$ cat src/design/rsfc_pkg.sv
// Package of the reply frame checker: codes, constants and shared types.
// Depends on nothing; used by every module of the block.
`default_nettype none

package rsfc_pkg;

    typedef enum logic [1:0] {
        FUNC_BYTE  = 2'd0,
        FUNC_TICK  = 2'd1,
        FUNC_START = 2'd2,
        FUNC_NONE  = 2'd3
    } func_t;

    typedef enum logic [1:0] {
        ST_OK      = 2'd0,
        ST_CSUM    = 2'd1,
        ST_RESP    = 2'd2,
        ST_TIMEOUT = 2'd3
    } status_t;

    localparam logic [1:0] REG_ADDR = 2'd0;
    localparam logic [1:0] REG_CMD  = 2'd1;
    localparam logic [1:0] REG_IDLE = 2'd2;

    localparam int          ADDR_WIDTH    = 4;
    localparam int          CNT_WIDTH_DEF = 16;

    localparam logic [7:0]  ADDR_RESET = 8'd5;
    localparam logic [7:0]  CMD_RESET  = 8'd168;
    localparam logic [15:0] IDLE_RESET = 16'd101;

    localparam logic [8:0]  ADDR_POS      = 9'd1;
    localparam logic [8:0]  LEN_POS       = 9'd2;
    localparam logic [8:0]  CMD_POS       = 9'd4;
    localparam logic [8:0]  CSUM_OFFSET   = 9'd2;
    localparam logic [8:0]  FRAME_EXTRA   = 9'd3;
    localparam logic [8:0]  MIN_FRAME_LEN = 9'd6;

    typedef struct packed {
        logic [7:0]  expected_address;
        logic [7:0]  expected_command;
        logic [15:0] idle_limit;
    } cfg_t;

    typedef struct packed {
        status_t     status;
        logic [8:0]  byte_count;
        logic [15:0] checksum_errors;
        logic [15:0] timeout_errors;
        logic [15:0] response_errors;
        logic [15:0] total_errors;
    } result_t;

endpackage

`default_nettype wire

$ cat src/design/rsfc_core.sv
// Input register, frame state and error counters of the reply frame checker.
// Depends on rsfc_pkg; feeds a result beat to rsfc_out_reg.
`default_nettype none

module rsfc_core #(
    parameter int COUNT_WIDTH = rsfc_pkg::CNT_WIDTH_DEF
) (
    input  logic              clk,
    input  logic              rst_n,
    input  rsfc_pkg::cfg_t    cfg,
    input  logic              in_valid,
    output logic              in_ready,
    input  logic [1:0]        func,
    input  logic [7:0]        rx_byte,
    input  logic              slot_free,
    output logic              res_valid,
    output rsfc_pkg::result_t res
);
    import rsfc_pkg::*;

    typedef logic [COUNT_WIDTH-1:0] cnt_t;

    logic        in_valid_reg, in_valid_next;
    func_t       func_reg;
    logic [7:0]  rx_byte_reg;

    logic        armed_reg, armed_next;
    logic [8:0]  idx_reg, idx_next;
    logic [7:0]  len_reg, len_next;
    logic [7:0]  xor_reg, xor_next;
    logic        csum_ok_reg, csum_ok_next;
    logic        hdr_ok_reg, hdr_ok_next;
    logic [15:0] idle_reg, idle_next;
    cnt_t        csum_cnt_reg, csum_cnt_next;
    cnt_t        tmo_cnt_reg, tmo_cnt_next;
    cnt_t        resp_cnt_reg, resp_cnt_next;
    cnt_t        total_cnt_reg, total_cnt_next;

    logic        advance;
    logic [8:0]  csum_pos;
    logic [8:0]  frame_len;
    logic [8:0]  frame_need;
    logic        chk_ok;
    logic        hdr_ok;
    status_t     res_status;

    function automatic cnt_t sat_inc(input cnt_t v);
        cnt_t r;
        r = v;
        if (v != '1)
        begin
            r = v + cnt_t'(1);
        end
        return r;
    endfunction

    assign advance  = in_valid_reg && slot_free;
    assign in_ready = !in_valid_reg || slot_free;

    always_comb
    begin
        in_valid_next = in_ready ? in_valid : in_valid_reg;
    end

    always_comb
    begin
        armed_next     = armed_reg;
        idx_next       = idx_reg;
        len_next       = len_reg;
        xor_next       = xor_reg;
        csum_ok_next   = csum_ok_reg;
        hdr_ok_next    = hdr_ok_reg;
        idle_next      = idle_reg;
        csum_cnt_next  = csum_cnt_reg;
        tmo_cnt_next   = tmo_cnt_reg;
        resp_cnt_next  = resp_cnt_reg;
        total_cnt_next = total_cnt_reg;
        res_valid      = 1'b0;
        res_status     = ST_OK;
        csum_pos       = 9'd0;
        frame_len      = 9'd0;
        frame_need     = 9'd0;
        chk_ok         = 1'b0;
        hdr_ok         = 1'b0;

        if (advance)
        begin
            case (func_reg)
                FUNC_START:
                begin
                    armed_next   = 1'b1;
                    idx_next     = 9'd0;
                    len_next     = 8'd0;
                    xor_next     = 8'd0;
                    csum_ok_next = 1'b0;
                    hdr_ok_next  = 1'b1;
                    idle_next    = 16'd0;
                end
                FUNC_TICK:
                begin
                    if (armed_reg)
                    begin
                        if (idle_reg >= cfg.idle_limit)
                        begin
                            tmo_cnt_next   = sat_inc(tmo_cnt_reg);
                            total_cnt_next = sat_inc(total_cnt_reg);
                            armed_next     = 1'b0;
                            res_valid      = 1'b1;
                            res_status     = ST_TIMEOUT;
                        end
                        else
                        begin
                            idle_next = idle_reg + 16'd1;
                        end
                    end
                end
                FUNC_BYTE:
                begin
                    if (armed_reg)
                    begin
                        idle_next = 16'd0;
                        if (idx_reg == LEN_POS)
                        begin
                            len_next = rx_byte_reg;
                        end
                        csum_pos = {1'b0, len_next} + CSUM_OFFSET;
                        chk_ok   = csum_ok_reg;
                        if (idx_reg == csum_pos)
                        begin
                            chk_ok = (xor_reg == rx_byte_reg);
                        end
                        else if (idx_reg < csum_pos)
                        begin
                            xor_next = xor_reg ^ rx_byte_reg;
                        end
                        csum_ok_next = chk_ok;
                        hdr_ok = hdr_ok_reg;
                        if (idx_reg == ADDR_POS && rx_byte_reg != cfg.expected_address)
                        begin
                            hdr_ok = 1'b0;
                        end
                        if (idx_reg == CMD_POS && rx_byte_reg != cfg.expected_command)
                        begin
                            hdr_ok = 1'b0;
                        end
                        hdr_ok_next = hdr_ok;
                        idx_next    = idx_reg + 9'd1;
                        frame_len   = {1'b0, len_next} + FRAME_EXTRA;
                        frame_need  = (frame_len < MIN_FRAME_LEN) ? MIN_FRAME_LEN : frame_len;
                        if (idx_next >= frame_need)
                        begin
                            armed_next = 1'b0;
                            res_valid  = 1'b1;
                            if (!chk_ok)
                            begin
                                res_status     = ST_CSUM;
                                csum_cnt_next  = sat_inc(csum_cnt_reg);
                                total_cnt_next = sat_inc(total_cnt_reg);
                            end
                            else if (!hdr_ok)
                            begin
                                res_status     = ST_RESP;
                                resp_cnt_next  = sat_inc(resp_cnt_reg);
                                total_cnt_next = sat_inc(total_cnt_reg);
                            end
                        end
                    end
                end
                default: ;
            endcase
        end
    end

    always_comb
    begin
        res.status          = res_status;
        res.byte_count      = idx_next;
        res.checksum_errors = 16'(csum_cnt_next);
        res.timeout_errors  = 16'(tmo_cnt_next);
        res.response_errors = 16'(resp_cnt_next);
        res.total_errors    = 16'(total_cnt_next);
    end

    always_ff @(posedge clk)
    begin
        if (in_ready)
        begin
            func_reg    <= func_t'(func);
            rx_byte_reg <= rx_byte;
        end
    end

    always_ff @(posedge clk or negedge rst_n)
    begin
        if (!rst_n)
        begin
            in_valid_reg  <= 1'b0;
            armed_reg     <= 1'b0;
            idx_reg       <= 9'd0;
            len_reg       <= 8'd0;
            xor_reg       <= 8'd0;
            csum_ok_reg   <= 1'b0;
            hdr_ok_reg    <= 1'b1;
            idle_reg      <= 16'd0;
            csum_cnt_reg  <= '0;
            tmo_cnt_reg   <= '0;
            resp_cnt_reg  <= '0;
            total_cnt_reg <= '0;
        end
        else
        begin
            in_valid_reg  <= in_valid_next;
            armed_reg     <= armed_next;
            idx_reg       <= idx_next;
            len_reg       <= len_next;
            xor_reg       <= xor_next;
            csum_ok_reg   <= csum_ok_next;
            hdr_ok_reg    <= hdr_ok_next;
            idle_reg      <= idle_next;
            csum_cnt_reg  <= csum_cnt_next;
            tmo_cnt_reg   <= tmo_cnt_next;
            resp_cnt_reg  <= resp_cnt_next;
            total_cnt_reg <= total_cnt_next;
        end
    end

endmodule

`default_nettype wire

$ cat config.mk
export PLATFORM = sky130hd
export DESIGN_NAME = rsfc_core
export DESIGN_NICKNAME = d
export VERILOG_FILES = /design/src/design/rsfc_pkg.sv /design/src/design/rsfc_core.sv
export SDC_FILE = /design/constraint.sdc
export NUM_CORES = 1
export LEC_CHECK = 0
export BUFFER_PORTS_ARGS = -buffer_cell sky130_fd_sc_hd__buf_2
export CELL_PAD_IN_SITES_DETAIL_PLACEMENT = 0
export CELL_PAD_IN_SITES_GLOBAL_PLACEMENT = 1
export CORE_ASPECT_RATIO = 1.4
export CORE_UTILIZATION = 40
export DETAILED_ROUTE_END_ITERATION = 10
export PLACE_DENSITY = 0.87
export SLEW_MARGIN = 20
export SYNTH_ARGS = -nofsm -noshare
export SYNTH_HDL_FRONTEND = slang
export SYNTH_SLANG_ARGS = --single-unit
$ cat constraint.sdc
create_clock -name clk -period 5.2 [get_ports clk]
set_clock_uncertainty 0.2 [all_clocks]
set_input_delay 0.26 -clock clk [delete_from_list [all_inputs] [get_ports clk]]
set_output_delay 0.26 -clock clk [all_outputs]
set_load 0.02 [all_outputs]
==> run metrics <==
Pwr per Cell Area roughly 320 mW/mm²; Leak Pwr around 5 nW; top-area cell type share of the netlist area between 30% and 40%; final wirelength 19.4 mm; flop2flop setup slack about 0.15 ns; Post-DRT Antenna Nets 0; fraction of registers with async set/reset roughly nine tenths; initial antenna violation count 0; Worst Max-Slew Pin Slew between 0.9 and 1 ns; fillers ~1500; Yosys cell types 56; EDFF count, synth 10; CTS HTree Levels 4; Mean Syn Cell Area approximately 9.6 µm²; Hold Vio Cnt, Final 0; Final setup violation count 51; critical path cell sequence or4_4 -> or4_4 -> mux2i_4 -> ha_4 -> a21oi_4 -> or3_4 -> xor2_2 -> a2111oi_4 -> nor2_1 -> ha_1 -> nand2b_1 -> a211o_1 -> a21oi_4 -> nor3_4 -> nand2_1 -> nand2_2 -> and2_4 -> mux2_4 -> buf_6; failing checks setup timing; io pins between 100 and 150; largest net degree at the start of global routing 73; syn nets between 800 and 900; outcome finished with violations; Hold Crit Class in -> reg; area post-placement approximately 0.009 mm²; Worst Min Path Start slot_free; Inserted Diodes 0; Non-Filler Instances roughly 1200; # DRC 0; #FFs+latches synth between 100 and 150; max-cap viol count 0; unrepaired setup endpoints after global routing yes; die width 116 µm; crit path kind reg -> out; CP Max Fanout 5; post-route minimum period approximately 5.7 ns; GR Overflow Total 0; Worst VDD drop approximately 0.24 mV; WP data required around 4.7 ns; clk sinks 119; Final Wtd Congestion 0.859; Max Freq approximately 170 MHz; clk slew on worst S/H paths ~0.05 ns; Worst setup SP type flip-flop; worst skew pair latency 0.42 ns; Site Rows 58; Crit path largest cell delay roughly 0.54 ns; cell count after synthesis between 700 and 800; clk buf depth 2; commonest cells in the netlist 108 x dfrtp_1, 64 x xnor2_1, 63 x nand2_1; Netlist Area Pre-Place approximately 0.0073 mm²; Hold Crit Endpoint total_cnt_reg[12]; cell internal pwr 2.24 mW; DR vias 6377; starting density of the core between 40 and 50%; Crit Reg-Reg Startpoint idx_reg[3]; Via-to-Cell Ratio 5.30; Synth Flop Type dfrtp_1; drt initial violations 269; Clk pwr share 36.2%; Switch Pwr around 1.0 mW; dominant cell by count in the synthesized netlist dfrtp_1; worst flop-to-flop path endpoint total_cnt_reg[3]; slowest cell on the critical path or4_4; Crit path buffers/inverters 1; Seq pwr share around a third; Setup WS post-layout -0.528 ns; wire per inst between 15 and 20 µm; post-synthesis sequential area ratio between 40% and 50%; first-pass GRT wire length approximately 31 mm; Final Slew Violations 0; nets@finish ~1000; final instance area between 0.01 and 0.015 mm²; CP endpoint kind primary output; Yosys warning total 0; family with the most delay on the worst path simple AND/OR/NAND/NOR gates; share of cells above drive strength 1 about a third; clk root buf clkbuf_16; Final Cycle Share 110%; Die Y between 150 and 200 µm; Port-buffer cells roughly 120; largest cells by area after synthesis dfrtp_1 37%, ha_1 7.8%, xnor2_1 7.6%, edfxtp_1 4.1%, nand3_1 3.8%; Num CTS Buffers 17; TritonCTS clock tree built; total track usage around 22%; dpl hpwl between 10 and 15 mm; worst hold stages 5; Slew HR 37.6%; Worst Reg2Reg Path Length in Cells 21; first drt pass iteration count 4; Synth area leader dfrtp_1; area growth from synthesis to layout 39.5%; placed cells 1148; Critical Path AT 5.27 ns; die area between 0.015 and 0.02 mm²; Sw Share a little under a third; Combinational Power Share 30.0%; vias in the first global route between 6000 and 7000; Core ar. between 0.015 and 0.02 mm²
## per-layer routing
layer | part of all wire, % | vias to the layer above | GRT usage (%)
li1 | - | 3109 | -
met1 | 41 | 3074 | 24.8
met2 | 52 | 158 | 37.7
met3 | 4.1 | 36 | 4.70
met4 | 2.5 | 0 | 9.32
met5 | 0 | - | 0
## cell type report
| class | count | area (µm²) | share of cell area [%] |
|---|---|---|---|
| sequential | 119 | 3030 | 29.6 |
| tap | 240 | 300 | 2.94 |
| timing repair buffer | 193 | 1410 | 13.8 |
| multi-input combinational | 584 | 4760 | 46.5 |
| clock inverter | 10 | 121 | 1.19 |
| clock buffer | 21 | 470 | 4.60 |
| inverter | 37 | 139 | 1.36 |
## layout by cell type (no fill, tap or decap), types with 5 or more instances in the layout
cell type	n
nor3b_1	17
clkbuf_16	17
o21ai_0	32
and4_1	9
buf_6	23
a211oi_1	5
buf_4	84
nor2_1	41
xor2_2	6
nand3_2	8
xor2_1	25
xnor2_2	21
a211o_1	10
dlygate4sd3_1	12
nor3_1	10
o21a_1	8
o21ai_1	5
mux2_2	5
nand2_1	59
nand2b_1	8
a21oi_1	11
and2_1	8
a22o_1	5
mux2_4	6
inv_1	36
buf_2	72
and3_1	26
nand3_1	44
nand4_1	40
mux2i_1	7
dfrtp_1	108
ha_1	44
nor3_4	5
edfxtp_1	10
xnor2_1	40
## worst max-delay path by stage
stage,from,slack [ns],end,cells past startpoint
floorplan,idx_reg[3],-0.08,res[29],20
global route,idx_reg[3],-0.77,res[51],19
finish,idx_reg[3],-0.53,res[1],19
global placement,idx_reg[3],-0.09,res[29],18
CTS,idx_reg[3],-0.57,res[54],19
detailed placement,idx_reg[3],-0.18,res[25],19
## power groups by stage
stage / clock network [mW] / registers (mW) / logic (mW)
after floorplan: 0 / 1.09 / 0.666
after global placement: 0 / 1.12 / 0.925
after detailed placement: 0 / 1.12 / 0.938
after CTS: 1.20 / 1.10 / 0.979
after global routing: 1.24 / 1.12 / 1.07
final: 1.18 / 1.11 / 0.980
## cell families (layout without fill, tap and decap cells)
kind of cell | Yosys count | after routing | synth area share (%)
buffers and inverters | 63 | 261 | 3.33
adder cells (fa/ha/maj) | 46 | 46 | 7.85
flip-flops | 119 | 119 | 41.3
multiplexers | 21 | 21 | 3.33
AO/OA/AOI/OAI | 111 | 111 | 10.4
AND/OR/NAND/NOR | 310 | 310 | 22.3
XOR/XNOR | 96 | 96 | 11.5
## metrics by stage
stage	util [%]	hold WS, ns	power [mW]	setup WS (ns)	setup TNS [ns]
floorplan	-	-0.236	1.76	-0.0829	-0.396
global placement	49.8	0.237	2.04	-0.0890	-0.955
detailed placement	49.8	0.238	2.06	-0.183	-4.29
CTS	56.1	0.123	3.28	-0.568	-22.34
global route	57.1	0.219	3.43	-0.769	-33.13
finish	57.1	0.156	3.27	-0.528	-20.74
## tightest hold or removal path, delay by kind of cell
family                 cells  cell delay [ns]
and+or+nand+nor            4             0.33
buffers and inverters      1             0.12
## timing repair
item / CTS / global route
hold buffers: 12 / 0
cloned: 1 / 0
endpoints found under the hold margin: 81 / 0
pin swaps: 19 / 11
endpoints found under the setup margin: 51 / 55
gates resized for setup: 100 / 21
buffers inserted: 5 / 7
No activity file was read; power rests on OpenSTA's default activity.
